$ cat config.mk
export PLATFORM = sky130hd
export DESIGN_NAME = wav_pcm_to_stereo16_resampler
export DESIGN_NICKNAME = d
export VERILOG_FILES = /design/src/rtl/wp2s_pkg.sv /design/src/rtl/wav_pcm_to_stereo16_resampler.sv /design/src/rtl/wp2s_fifo.sv /design/src/rtl/wp2s_front.sv /design/src/rtl/wp2s_back.sv
export VERILOG_INCLUDE_DIRS = /design/src /design/src/rtl
export SDC_FILE = /design/constraint.sdc
export NUM_CORES = 1
export LEC_CHECK = 0
export ABC_CLOCK_PERIOD_IN_PS = 7400
export BUFFER_PORTS_ARGS = -buffer_cell sky130_fd_sc_hd__buf_2
export CAP_MARGIN = 0
export CELL_PAD_IN_SITES_DETAIL_PLACEMENT = 1
export CELL_PAD_IN_SITES_GLOBAL_PLACEMENT = 1
export CORE_MARGIN = 2
export CORE_UTILIZATION = 52
export CTS_BUF_LIST = sky130_fd_sc_hd__clkbuf_8
export DETAILED_ROUTE_END_ITERATION = 7
export PLACE_DENSITY_LB_ADDON = 0.1
export SYNTH_ARGS = -nofsm -noshare
export SYNTH_HDL_FRONTEND = slang
export SYNTH_SLANG_ARGS = --single-unit
$ cat constraint.sdc
create_clock -name clk_i -period 7.4 [get_ports clk_i]
set_input_delay 1.85 -clock clk_i [delete_from_list [all_inputs] [get_ports clk_i]]
set_output_delay 1.85 -clock clk_i [all_outputs]
set_load 0.02 [all_outputs]
$ cat src/rtl/wav_pcm_to_stereo16_resampler_macros.svh
// assertion macros shared by the resampler modules
`ifndef WAV_PCM_TO_STEREO16_RESAMPLER_MACROS_SVH
`define WAV_PCM_TO_STEREO16_RESAMPLER_MACROS_SVH

// property that must hold at every clock edge outside reset
`define WP2S_ASSERT(label, clk, rst_n, prop, msg) \
  label: assert property (@(posedge clk) disable iff (!rst_n) (prop)) else $error(msg);

// antecedent in one cycle implies consequent in the next
`define WP2S_ASSERT_NEXT(label, clk, rst_n, ante, cons, msg) \
  label: assert property (@(posedge clk) disable iff (!rst_n) (ante) |=> (cons)) else $error(msg);

`endif

$ cat src/rtl/wp2s_pkg.sv
// shared types, codes and constants of the pcm to stereo16 resampler
`timescale 1ns / 1ps
package wp2s_pkg;

  // sample format codes
  localparam logic [2:0] FMT_PCM8  = 3'd0;
  localparam logic [2:0] FMT_PCM16 = 3'd1;
  localparam logic [2:0] FMT_PCM24 = 3'd2;
  localparam logic [2:0] FMT_PCM32 = 3'd3;
  localparam logic [2:0] FMT_FLOAT = 3'd4;

  // register indexes
  localparam logic [1:0] REG_FORMAT   = 2'd0;
  localparam logic [1:0] REG_CHANNELS = 2'd1;
  localparam logic [1:0] REG_IN_RATE  = 2'd2;
  localparam logic [1:0] REG_OUT_RATE = 2'd3;

  // register reset values
  localparam logic [2:0]  RST_FORMAT   = FMT_PCM16;
  localparam logic [1:0]  RST_CHANNELS = 2'd2;
  localparam logic [16:0] RST_RATE     = 17'd48000;

  // output items per frame at most
  localparam logic [3:0] MAX_RUN = 4'd12;

  // float conversion constants
  localparam logic [14:0] FLOAT_SCALE  = 15'd32767;
  localparam logic [7:0]  EXP_ONE      = 8'd127;
  localparam logic [7:0]  EXP_ALL      = 8'hFF;
  localparam logic [7:0]  SHIFT_DENORM = 8'd149;
  localparam logic [7:0]  SHIFT_BASE   = 8'd150;
  localparam logic [7:0]  SHIFT_MAX    = 8'd38;

  typedef struct packed {
    logic [2:0]  fmt;
    logic [1:0]  channels;
    logic [16:0] in_rate;
    logic [16:0] out_rate;
  } cfg_t;

  typedef struct packed {
    logic [15:0] left;
    logic [15:0] right;
    logic        clr_acc;
  } frame_t;

  // bytes per sample, zero for an unknown format
  function automatic logic [2:0] bytes_for_format(input logic [2:0] fmt);
    logic [2:0] n;
    case (fmt)
      FMT_PCM8:  n = 3'd1;
      FMT_PCM16: n = 3'd2;
      FMT_PCM24: n = 3'd3;
      FMT_PCM32: n = 3'd4;
      FMT_FLOAT: n = 3'd4;
      default:   n = 3'd0;
    endcase
    return n;
  endfunction

endpackage

$ cat src/rtl/wav_pcm_to_stereo16_resampler.sv
// Flow: a byte that completes no sample is taken while the front part stays ready; a byte that
// completes a sample passes the front states in order (gather, multiply, convert), held in
// convert while the queue is full and a frame is to be pushed. The back part takes a frame from
// the two-entry queue, emits 1 item per cycle of the run while the receiver takes them, then
// closes the run. The front part takes no new byte until a completed sample has left convert.
// Reset is asynchronous, active low, and sets registers and state to their reset values.
`timescale 1ns / 1ps
module wav_pcm_to_stereo16_resampler (
  input  logic        clk_i,
  input  logic        rst_ni,
  input  logic        psel,
  input  logic        penable,
  input  logic        pwrite,
  input  logic [3:0]  paddr,
  input  logic [31:0] pwdata,
  output logic [31:0] prdata,
  output logic        pready,
  input  logic        in_valid_i,
  output logic        in_ready_o,
  input  logic [7:0]  data_byte_i,
  input  logic        start_of_data_i,
  output logic        out_valid_o,
  input  logic        out_ready_i,
  output logic [15:0] left_sample_o,
  output logic [15:0] right_sample_o,
  output logic        last_of_run_o
);

  wp2s_pkg::cfg_t   cfg_q, cfg_d;
  wp2s_pkg::frame_t push_frame, pop_frame;
  logic             push, full, pop, frm_valid, wr_en;

  assign pready = 1'b1;
  assign wr_en  = psel && penable && pwrite;

  // register writes
  always_comb begin
    cfg_d = cfg_q;
    if (wr_en) begin
      case (paddr[3:2])
        wp2s_pkg::REG_FORMAT:   cfg_d.fmt      = pwdata[2:0];
        wp2s_pkg::REG_CHANNELS: cfg_d.channels = pwdata[1:0];
        wp2s_pkg::REG_IN_RATE:  cfg_d.in_rate  = pwdata[16:0];
        wp2s_pkg::REG_OUT_RATE: cfg_d.out_rate = pwdata[16:0];
        default:                cfg_d = cfg_q;
      endcase
    end
  end

  // register reads
  always_comb begin
    case (paddr[3:2])
      wp2s_pkg::REG_FORMAT:   prdata = {29'd0, cfg_q.fmt};
      wp2s_pkg::REG_CHANNELS: prdata = {30'd0, cfg_q.channels};
      wp2s_pkg::REG_IN_RATE:  prdata = {15'd0, cfg_q.in_rate};
      wp2s_pkg::REG_OUT_RATE: prdata = {15'd0, cfg_q.out_rate};
      default:                prdata = 32'd0;
    endcase
  end

  always_ff @(posedge clk_i or negedge rst_ni) begin
    if (!rst_ni) begin
      cfg_q <= '{fmt: wp2s_pkg::RST_FORMAT, channels: wp2s_pkg::RST_CHANNELS,
                 in_rate: wp2s_pkg::RST_RATE, out_rate: wp2s_pkg::RST_RATE};
    end else begin
      cfg_q <= cfg_d;
    end
  end

  // front part: bytes to frames
  wp2s_front u_front (
    .clk_i           (clk_i),
    .rst_ni          (rst_ni),
    .cfg_i           (cfg_q),
    .in_valid_i      (in_valid_i),
    .in_ready_o      (in_ready_o),
    .data_byte_i     (data_byte_i),
    .start_of_data_i (start_of_data_i),
    .push_o          (push),
    .frame_o         (push_frame),
    .full_i          (full)
  );

  // frame queue
  wp2s_fifo u_fifo (
    .clk_i   (clk_i),
    .rst_ni  (rst_ni),
    .push_i  (push),
    .data_i  (push_frame),
    .full_o  (full),
    .pop_i   (pop),
    .valid_o (frm_valid),
    .data_o  (pop_frame)
  );

  // back part: rate conversion
  wp2s_back u_back (
    .clk_i          (clk_i),
    .rst_ni         (rst_ni),
    .cfg_i          (cfg_q),
    .frm_valid_i    (frm_valid),
    .frm_i          (pop_frame),
    .pop_o          (pop),
    .out_valid_o    (out_valid_o),
    .out_ready_i    (out_ready_i),
    .left_sample_o  (left_sample_o),
    .right_sample_o (right_sample_o),
    .last_of_run_o  (last_of_run_o)
  );

endmodule

$ cat src/rtl/wp2s_fifo.sv
// two-entry frame queue between the front and back parts
`timescale 1ns / 1ps
`include "wav_pcm_to_stereo16_resampler_macros.svh"
module wp2s_fifo (
  input  logic             clk_i,
  input  logic             rst_ni,
  input  logic             push_i,
  input  wp2s_pkg::frame_t data_i,
  output logic             full_o,
  input  logic             pop_i,
  output logic             valid_o,
  output wp2s_pkg::frame_t data_o
);

  wp2s_pkg::frame_t mem_q [2];
  logic       wr_ptr_q, wr_ptr_d;
  logic       rd_ptr_q, rd_ptr_d;
  logic [1:0] cnt_q, cnt_d;
  logic       do_push, do_pop;

  assign full_o  = (cnt_q == 2'd2);
  assign valid_o = (cnt_q != 2'd0);
  assign data_o  = mem_q[rd_ptr_q];
  assign do_push = push_i && !full_o;
  assign do_pop  = pop_i && valid_o;

  // pointer and count update
  always_comb begin
    wr_ptr_d = do_push ? ~wr_ptr_q : wr_ptr_q;
    rd_ptr_d = do_pop ? ~rd_ptr_q : rd_ptr_q;
    cnt_d    = cnt_q;
    if (do_push && !do_pop) begin
      cnt_d = cnt_q + 2'd1;
    end else if (do_pop && !do_push) begin
      cnt_d = cnt_q - 2'd1;
    end
  end

  always_ff @(posedge clk_i or negedge rst_ni) begin
    if (!rst_ni) begin
      wr_ptr_q <= 1'b0;
      rd_ptr_q <= 1'b0;
      cnt_q    <= 2'd0;
    end else begin
      wr_ptr_q <= wr_ptr_d;
      rd_ptr_q <= rd_ptr_d;
      cnt_q    <= cnt_d;
    end
  end

  // storage
  always_ff @(posedge clk_i) begin
    if (do_push) begin
      mem_q[wr_ptr_q] <= data_i;
    end
  end

  `WP2S_ASSERT(a_no_push_full, clk_i, rst_ni, !(push_i && full_o), "frame pushed into full queue")

endmodule

$ cat src/rtl/wp2s_front.sv
// byte gathering, sample conversion and channel pairing
`timescale 1ns / 1ps
`include "wav_pcm_to_stereo16_resampler_macros.svh"
module wp2s_front (
  input  logic             clk_i,
  input  logic             rst_ni,
  input  wp2s_pkg::cfg_t   cfg_i,
  input  logic             in_valid_i,
  output logic             in_ready_o,
  input  logic [7:0]       data_byte_i,
  input  logic             start_of_data_i,
  output logic             push_o,
  output wp2s_pkg::frame_t frame_o,
  input  logic             full_i
);

  typedef enum logic [1:0] {
    F_IDLE,
    F_MUL,
    F_CONV
  } state_e;

  state_e      state_q, state_d;
  logic [31:0] gather_q, gather_d;
  logic [2:0]  idx_q, idx_d;
  logic [15:0] held_q, held_d;
  logic        phase_q, phase_d;
  logic        clr_pend_q, clr_pend_d;
  logic [38:0] prod_q, prod_d;
  logic [7:0]  sh_q, sh_d;

  logic [31:0] base_gather, ins;
  logic [2:0]  base_idx, idx_next, need;
  logic [23:0] mant;
  logic [7:0]  ex;
  logic [38:0] shifted;
  logic [15:0] mag, smp;
  logic        stereo;

  assign in_ready_o = (state_q == F_IDLE);
  assign need       = wp2s_pkg::bytes_for_format(cfg_i.fmt);
  assign stereo     = cfg_i.channels[1];
  assign ex         = gather_q[30:23];
  assign mant       = (ex == 8'd0) ? {1'b0, gather_q[22:0]} : {1'b1, gather_q[22:0]};
  assign shifted    = prod_q >> sh_q[5:0];

  // byte placement
  always_comb begin
    base_gather = start_of_data_i ? 32'd0 : gather_q;
    base_idx    = start_of_data_i ? 3'd0 : idx_q;
    idx_next    = base_idx + 3'd1;
    ins         = base_idx[2] ? 32'd0 : ({24'd0, data_byte_i} << {base_idx[1:0], 3'b000});
  end

  // sample conversion to signed 16 bits
  always_comb begin
    if (ex == wp2s_pkg::EXP_ALL && gather_q[22:0] != 23'd0) begin
      mag = 16'd0;
    end else if (ex >= wp2s_pkg::EXP_ONE) begin
      mag = {1'b0, wp2s_pkg::FLOAT_SCALE};
    end else if (sh_q > wp2s_pkg::SHIFT_MAX) begin
      mag = 16'd0;
    end else begin
      mag = {1'b0, shifted[14:0]};
    end
    case (cfg_i.fmt)
      wp2s_pkg::FMT_PCM8:  smp = {gather_q[7:0] ^ 8'h80, 8'h00};
      wp2s_pkg::FMT_PCM16: smp = gather_q[15:0];
      wp2s_pkg::FMT_PCM24: smp = gather_q[23:8];
      wp2s_pkg::FMT_PCM32: smp = gather_q[31:16];
      default:             smp = gather_q[31] ? (16'd0 - mag) : mag;
    endcase
  end

  // control
  always_comb begin
    state_d    = state_q;
    gather_d   = gather_q;
    idx_d      = idx_q;
    held_d     = held_q;
    phase_d    = phase_q;
    clr_pend_d = clr_pend_q;
    prod_d     = prod_q;
    sh_d       = sh_q;
    push_o     = 1'b0;
    frame_o    = '{left: stereo ? held_q : smp, right: smp, clr_acc: clr_pend_q};
    case (state_q)
      F_IDLE: begin
        if (in_valid_i) begin
          if (start_of_data_i) begin
            gather_d   = 32'd0;
            idx_d      = 3'd0;
            held_d     = 16'd0;
            phase_d    = 1'b0;
            clr_pend_d = 1'b1;
          end
          if (need != 3'd0) begin
            gather_d = base_gather | ins;
            idx_d    = idx_next;
            if (idx_next >= need) begin
              idx_d   = 3'd0;
              state_d = F_MUL;
            end
          end
        end
      end
      F_MUL: begin
        prod_d  = mant * wp2s_pkg::FLOAT_SCALE;
        sh_d    = (ex == 8'd0) ? wp2s_pkg::SHIFT_DENORM : (wp2s_pkg::SHIFT_BASE - ex);
        state_d = F_CONV;
      end
      F_CONV: begin
        if (stereo && !phase_q) begin
          held_d   = smp;
          phase_d  = 1'b1;
          gather_d = 32'd0;
          state_d  = F_IDLE;
        end else if (!full_i) begin
          push_o     = 1'b1;
          phase_d    = 1'b0;
          clr_pend_d = 1'b0;
          gather_d   = 32'd0;
          state_d    = F_IDLE;
        end
      end
      default: state_d = F_IDLE;
    endcase
  end

  always_ff @(posedge clk_i or negedge rst_ni) begin
    if (!rst_ni) begin
      state_q    <= F_IDLE;
      gather_q   <= 32'd0;
      idx_q      <= 3'd0;
      held_q     <= 16'd0;
      phase_q    <= 1'b0;
      clr_pend_q <= 1'b0;
      prod_q     <= 39'd0;
      sh_q       <= 8'd0;
    end else begin
      state_q    <= state_d;
      gather_q   <= gather_d;
      idx_q      <= idx_d;
      held_q     <= held_d;
      phase_q    <= phase_d;
      clr_pend_q <= clr_pend_d;
      prod_q     <= prod_d;
      sh_q       <= sh_d;
    end
  end

  `WP2S_ASSERT(a_idx_range, clk_i, rst_ni, idx_q <= 3'd3, "byte index beyond a partial sample")

endmodule

$ cat src/rtl/wp2s_back.sv
// rate accumulator and frame repeat with registered output
`timescale 1ns / 1ps
`include "wav_pcm_to_stereo16_resampler_macros.svh"
module wp2s_back (
  input  logic             clk_i,
  input  logic             rst_ni,
  input  wp2s_pkg::cfg_t   cfg_i,
  input  logic             frm_valid_i,
  input  wp2s_pkg::frame_t frm_i,
  output logic             pop_o,
  output logic             out_valid_o,
  input  logic             out_ready_i,
  output logic [15:0]      left_sample_o,
  output logic [15:0]      right_sample_o,
  output logic             last_of_run_o
);

  typedef enum logic {
    B_IDLE,
    B_RUN
  } state_e;

  state_e      state_q, state_d;
  logic [17:0] acc_q, acc_d;
  logic [18:0] work_q, work_d;
  logic [3:0]  n_q, n_d;
  logic [15:0] left_q, left_d, right_q, right_d;
  logic        out_valid_q, out_valid_d;
  logic [15:0] out_left_q, out_left_d, out_right_q, out_right_d;
  logic        last_q, last_d;

  logic [18:0] in_rate, diff, acc_base;
  logic        emit, can_load;

  assign in_rate  = {2'b00, cfg_i.in_rate};
  assign diff     = work_q - in_rate;
  assign emit     = (work_q >= in_rate) && (n_q < wp2s_pkg::MAX_RUN);
  assign can_load = !out_valid_q || out_ready_i;
  assign acc_base = frm_i.clr_acc ? 19'd0 : {1'b0, acc_q};

  assign out_valid_o    = out_valid_q;
  assign left_sample_o  = out_left_q;
  assign right_sample_o = out_right_q;
  assign last_of_run_o  = last_q;

  // frame repeat loop
  always_comb begin
    state_d     = state_q;
    acc_d       = acc_q;
    work_d      = work_q;
    n_d         = n_q;
    left_d      = left_q;
    right_d     = right_q;
    out_left_d  = out_left_q;
    out_right_d = out_right_q;
    last_d      = last_q;
    out_valid_d = out_valid_q && !out_ready_i;
    pop_o       = 1'b0;
    case (state_q)
      B_IDLE: begin
        if (frm_valid_i) begin
          pop_o   = 1'b1;
          work_d  = acc_base + {2'b00, cfg_i.out_rate};
          n_d     = 4'd0;
          left_d  = frm_i.left;
          right_d = frm_i.right;
          state_d = B_RUN;
        end
      end
      B_RUN: begin
        if (emit) begin
          if (can_load) begin
            out_valid_d = 1'b1;
            out_left_d  = left_q;
            out_right_d = right_q;
            last_d      = !((diff >= in_rate) && (n_q < wp2s_pkg::MAX_RUN - 4'd1));
            work_d      = diff;
            n_d         = n_q + 4'd1;
          end
        end else begin
          // saturate when the run cap stopped the loop
          if (work_q >= in_rate) begin
            acc_d = (cfg_i.in_rate == 17'd0) ? 18'd0 : {1'b0, cfg_i.in_rate - 17'd1};
          end else begin
            acc_d = work_q[17:0];
          end
          state_d = B_IDLE;
        end
      end
      default: state_d = B_IDLE;
    endcase
  end

  always_ff @(posedge clk_i or negedge rst_ni) begin
    if (!rst_ni) begin
      state_q     <= B_IDLE;
      acc_q       <= 18'd0;
      work_q      <= 19'd0;
      n_q         <= 4'd0;
      left_q      <= 16'd0;
      right_q     <= 16'd0;
      out_valid_q <= 1'b0;
      out_left_q  <= 16'd0;
      out_right_q <= 16'd0;
      last_q      <= 1'b0;
    end else begin
      state_q     <= state_d;
      acc_q       <= acc_d;
      work_q      <= work_d;
      n_q         <= n_d;
      left_q      <= left_d;
      right_q     <= right_d;
      out_valid_q <= out_valid_d;
      out_left_q  <= out_left_d;
      out_right_q <= out_right_d;
      last_q      <= last_d;
    end
  end

  `WP2S_ASSERT(a_run_cap, clk_i, rst_ni, n_q <= wp2s_pkg::MAX_RUN, "run count beyond cap")
  `WP2S_ASSERT(a_idle_last, clk_i, rst_ni, !(state_q == B_IDLE && out_valid_q) || last_q, "pending item not marked last while idle")
  `WP2S_ASSERT_NEXT(a_pop_run, clk_i, rst_ni, pop_o, state_q == B_RUN && n_q == 4'd0, "frame taken without starting a run")

endmodule

[Word-level counts from Yosys, hierarchy flattened]
Memories as Yosys holds them, arrays and structs flattened.
Index checks and enable logic that the tools add are counted.
Storage, ports and cells
  register bits after elaboration: 253
  RAM bits: 66
  input port bits: 52
  output and inout port bits: 68
  logic and storage cells: 181
  memories kept: 1
Operators by class
  $add $sub $neg: 9
  multipliers: 1
  magnitude comparators: 7
  equality and inequality tests: 22
  shift-type cells: 2
  muxes and demuxes: 64
  bitwise operators: 6
  reductions and logical operators: 44
Memories
  u_fifo.mem_q: words 2, bits a word 33, read ports 1, clocked after memory_dff 0, wr ports 1, RTL line wp2s_fifo.sv:15  | wp2s_pkg::frame_t mem_q [2];
Operators with widths (number)
  $mux W32: 6
  $pmux W32 S4: 1
  $mux W16: 7
  $pmux W16 S4: 1
  $pmux W32 S2: 1
  $mux W19: 3
  $mul A24 B15 Y39 const B: 1
  $shr A39 B6 Y15: 1
  $ge A19 B17 Y1: 2
  $pmux W19 S2: 1
  $mux W18: 2
  $or A32 B32 Y32: 1
  $pmux W16 S2: 1
  $shl A8 B5 Y32: 1
  $mux W24: 1
  $reduce_bool A23 Y1: 1
  $add A19 B17 Y19: 1
  $sub A19 B17 Y19: 1
  $mux W1: 18
  $logic_not A17 Y1: 1
  $mux W17: 1
  $sub A17 B1 Y17 const B: 1
  $sub A1 B16 Y16 const A: 1
  $mux W15: 1
  40 further kinds: 99

[Depth between registers and ports, before layout]
  depth after elaboration: 9
  mapped depth: 24
  gate-level depth less buffers: 24

[By module]
A second synthesis with hierarchy kept.
Unflattened totals
  cell total of the unflattened synthesis: 2549
  area total of the unflattened synthesis: 26255.2 µm²
By module, submodules not included
  wp2s_front: times used 1, cells an instance 1506, area each 14518.9 µm², sequential area each 2552.4 µm²
  wp2s_back: times used 1, cells an instance 780, area each 7003.0 µm², sequential area each 2702.6 µm²
  wp2s_fifo: times used 1, cells an instance 122, area each 2733.9 µm², sequential area each 2082.0 µm²
  wav_pcm_to_stereo16_resampler: times used 1, cells an instance 141, area each 1999.4 µm², sequential area each 996.0 µm²

[Worst setup path after synthesis]
Ideal clock, no wire load.
  path kind: flip-flop to flip-flop
  from: register u_front.gather_q[1]
  to: register u_front.prod_q[26]
  library setup time: 95 ps
  arrival: 6223 ps
  slack: 1082 ps
  cell stages (with the launch flop): 21
  buffers on the path: 0
  clock period less this slack: 6318 ps
  path through: dfrtp_1 > fa_1 > fa_1 > inv_1 > fa_1 > inv_1 > fa_1 > fa_1 > inv_1 > fa_1 > inv_1 > ha_1 > a21o_1 > a21o_1 > a21oi_1 > o311ai_0 > a21bo_2 > a2111oi_0 > nor4_1 > o31a_1 > o31ai_1
Between the ends
  longest elaborated chain between the ends: 2
Ends and longest elaborated chain
  start, declared: RTL line wp2s_front.sv:24  | logic [31:0] gather_q, gather_d;
  start signal, assigned: RTL line wp2s_front.sv:142  | gather_q <= gather_d;
  $mux W24: RTL line wp2s_front.sv:44  | assign mant = (ex == 8'd0) ? {1'b0, gather_q[22:0]} : {1'b1, gather_q[22:0]};
  $mul A24 B15 Y39: RTL line wp2s_front.sv:108  | prod_d = mant * wp2s_pkg::FLOAT_SCALE;
  end signal, assigned: RTL line wp2s_front.sv:147  | prod_q <= prod_d;
  end, declared: RTL line wp2s_front.sv:29  | logic [38:0] prod_q, prod_d;
Every way passes these cells.
A chain may end at the register's enable or synchronous reset.

[Worst setup path in the final report]
  from: register u_front.gather_q[25]
  to: register u_front.prod_q[36]
Between the ends
  longest elaborated chain between the ends: 3
Ends and longest elaborated chain (RTL line)
  $logic_not A8 Y1: wp2s_front.sv:44
  $mux W24: wp2s_front.sv:44
  $mul A24 B15 Y39: wp2s_front.sv:108
Every way passes these cells.

==> impl_metrics.tcl <==
set metrics [dict create \
    worst_ep_required_time_ns 7.92 \
    cp_common_cell "sky130_fd_sc_hd__fa_1" \
    tritoncts "built" \
    clockRootBuffer "sky130_fd_sc_hd__clkbuf_8" \
    headroom_to_the_max_slew_limit 0.1706 \
    post_cts_hold_buffer_count 0 \
    hp-class "reg2reg" \
    max_slew.worst_pin.slew_ns 1.244 \
    final.setup.tns_ns 0 \
    timing.fmax_mhz 144.1 \
    stdcell_count 3182 \
    drv.max_cap_violation_count 0 \
    cts_resized 0 \
    place_hpwl_microns 58820 \
    synth-seq-area-share 0.3288 \
    final_min_period_ns 6.942 \
    via_count 19150 \
    pin_count_of_the_biggest_net_entering_global_routing 128 \
    detail_route.first_pass.iterations 5 \
    htreeDepth 2 \
    skew_ns 0.06645 \
    layout-drive-gt1-share 0.1496 \
    std_cell_rows 80 \
    fp.dieW_microns 224.8 \
    status "completed" \
    drt_drc_violations_left 0 \
    layout.core_utilization 0.5757 \
    cp.depth 18 \
    cts_sink_cnt 319 \
    synth.largest_area_cell "sky130_fd_sc_hd__dfrtp_1" \
    crit-reg2reg-launch "u_front.gather_q[25]$_DFFE_PN0P_" \
    crit_buf_inv 1 \
    dr.first_iter.drc_count 1062 \
    grt_remaining_overflow 0 \
    synth.area.top_cells "sky130_fd_sc_hd__dfrtp_1 23%, sky130_fd_sc_hd__fa_1 14%, sky130_fd_sc_hd__ha_1 8.1%" \
    synth_warnings 0 \
    grt_setup_unrepaired "no" \
    dominantRegCellSynth "sky130_fd_sc_hd__dfrtp_1" \
    place_worst_setup_slack_ns 0.4825 \
    cts_max_path_buffers 3 \
    io_pins 120 \
    final-hold-violation-count 0 \
    placer_s_final_routability_congestion_estimate 0.9360 \
    vias_per_cell 6.018 \
    critical_path.startpoint "u_front.gather_q[25]$_DFFE_PN0P_" \
    synth_async_sr_flop_share 0.7931 \
    cell_count_after_placement 3074 \
    synthesis.area_per_instance_sq_um 10.42 \
    num-fill-cells 5248 \
    synth_area_sq_mm 0.02534 \
    timing.final.crit_share 0.9380 \
    ys_types 87 \
    final-setup-viol-count 0 \
    cts-buffers-inserted 57 \
    critPathLaunchType "register" \
    postSynthRegisterBits 319 \
    worst-endpoint-arrival_ns 7.46 \
    wl_microns 75300 \
    floorplan.core_area_sq_mm 0.04795 \
    grt_antenna_before_repair 4 \
    area_delta_synth_final_pct 8.901 \
    worstPathMaxFanout 8 \
    die_h_microns 224.8 \
    grt_pass1_wl_microns 119600 \
    antenna_cells 0 \
    post_cts.repair.setup_buffers 0 \
    finish.net_count 2909 \
    worstRegToRegCells 18 \
    drtAntennaViolNets 0 \
    path_class "reg2reg" \
    worst_path_dominant_cell_family "adder cells" \
    design.die.area_sq_mm 0.05052 \
    cp-end-kind "register" \
    max_stage_delay_ns 0.56 \
    portBuffers 86 \
    synthesis.instances 2432 \
    vias_in_the_first_global_route 20970 \
    post-synth-top-area-fraction 0.2340 \
    min_path_cells 2 \
    worst_setup_hold_path_clk_slew_ns 0.07 \
    crit_slowest_cell "sky130_fd_sc_hd__fa_1" \
    timing_max_transition_violations_final 0 \
    path_cells "nor4_1 -> and3_1 -> fa_1 -> inv_1 -> fa_1 -> fa_1 -> fa_1 -> fa_1 -> fa_1 -> ha_1 -> a21oi_1 -> o211ai_1 -> a311o_1 -> a22oi_1 -> a311oi_1 -> a31oi_1 -> xor2_1 -> o21ai_0" \
    worst_hold_startpoint "u_front.held_q[10]$_DFFE_PN0P_" \
    drt-wirelength-per-cell_microns 23.66 \
    starting_density 0.5286 \
    clk-insertion-delay-late_ns 0.68 \
    grtUsageTotal 0.3076 \
    synth-edff-count 66 \
    setup_slack_ns 0.4584 \
]
through the flow:
step / cell area, sq um / hold WS (ns)
after floorplan: 25400 / 0.4418
after global placement: 26410 / 0.4561
after detailed placement: 26410 / 0.4657
after CTS: 27600 / 0.4824
after global routing: 27600 / 0.5093
final: 27600 / 0.4787
path summary, 6_finish.rpt:
check	endpoint	slack, ns
setup / recovery	u_front.prod_q[36]$_DFFE_PN0N_	0.46
hold / removal	u_front.held_q[10]$_DFFE_PN0P_	0.48
setup reg to reg	u_front.prod_q[36]$_DFFE_PN0N_	0.46
hold reg to reg	u_front.held_q[10]$_DFFE_PN0P_	0.48
max in group asynchronous	u_front.gather_q[2]$_DFFE_PN0P_	5.00
min in group asynchronous	u_back.left_sample_o[8]$_DFFE_PN0P_	1.17
layer usage:
layer | global-route usage | wire length, microns
met3 | 0.03292 | 2343
met1 | 0.3663 | 29840
met4 | 0.1273 | 3162
met5 | 0 | 55
met2 | 0.5658 | 39890
kinds of logic after synthesis:
family	synth area share
buffers and inverters	0.05909
and+or+nand+nor	0.1065
xor gates and xnor gates	0.03145
DFF	0.3288
AOI/OAI and AO/OA	0.1348
adders and majority gates	0.2192
muxes	0.1199
other	0.0002963
synth_stat cells (30+ instances only):
cell,n
sky130_fd_sc_hd__a21oi_1,102
sky130_fd_sc_hd__inv_1,255
sky130_fd_sc_hd__a22o_1,47
sky130_fd_sc_hd__dfrtp_1,237
sky130_fd_sc_hd__mux2_2,78
sky130_fd_sc_hd__clkbuf_1,68
sky130_fd_sc_hd__mux2i_1,89
sky130_fd_sc_hd__and2_1,30
sky130_fd_sc_hd__ha_1,164
sky130_fd_sc_hd__a21o_1,43
sky130_fd_sc_hd__nor2b_1,33
sky130_fd_sc_hd__nor2_1,121
sky130_fd_sc_hd__xnor2_1,64
sky130_fd_sc_hd__mux4_2,47
sky130_fd_sc_hd__fa_1,175
sky130_fd_sc_hd__edfxtp_1,66
sky130_fd_sc_hd__nand2_1,216
sky130_fd_sc_hd__o21ai_0,170
sky130_fd_sc_hd__nor3_1,37
worst min-delay path, cell delays in order (launching register included):
cell,delay [ns]
sky130_fd_sc_hd__dfrtp_1,0.34
sky130_fd_sc_hd__nand2_1,0.04
sky130_fd_sc_hd__o21ai_0,0.06
flip-flops by register name (all words and copies together), names as in the netlist, 2 cells and up:
name,count
u_fifo.mem_q,66
cfg_q,39
u_front.prod_q,39
u_front.gather_q,32
u_back.work_q,19
u_back.acc_q,18
u_back.left_q,16
u_back.left_sample_o,16
u_back.right_q,16
u_back.right_sample_o,16
u_front.held_q,16
u_front.sh_q,8
u_back.n_q,4
u_front.idx_q,3
u_fifo.cnt_q,2
u_front.state_q,2
cell usage in the layout (no fill, tap or decap), drive strengths merged, types with 71 or more instances in the layout:
| cell | Yosys | routed |
|---|---|---|
| inv | 257 | 284 |
| dfrtp | 237 | 237 |
| nand2 | 216 | 216 |
| fa | 175 | 175 |
| o21ai | 173 | 173 |
| ha | 164 | 164 |
| buf | 43 | 124 |
| nor2 | 121 | 121 |
| a21oi | 102 | 102 |
| mux2i | 89 | 89 |
| mux2 | 78 | 78 |
| clkbuf | 68 | 71 |
area by class of cell:
cell class | count | area, sq um | share of cell area
Inverter | 258 | 968.4 | 0.03509
Tap cell | 615 | 769.5 | 0.02788
Clock inverter | 37 | 217.7 | 0.007888
Sequential cell | 319 | 8335 | 0.3020
Clock buffer | 71 | 977.2 | 0.03541
Multi-Input combinational cell | 1758 | 15590 | 0.5650
Timing Repair Buffer | 124 | 738.2 | 0.02675
Power is left out: the tool's default activity adds up to more than one toggle a clock period on the data nets, which glitch-free logic cannot reach.
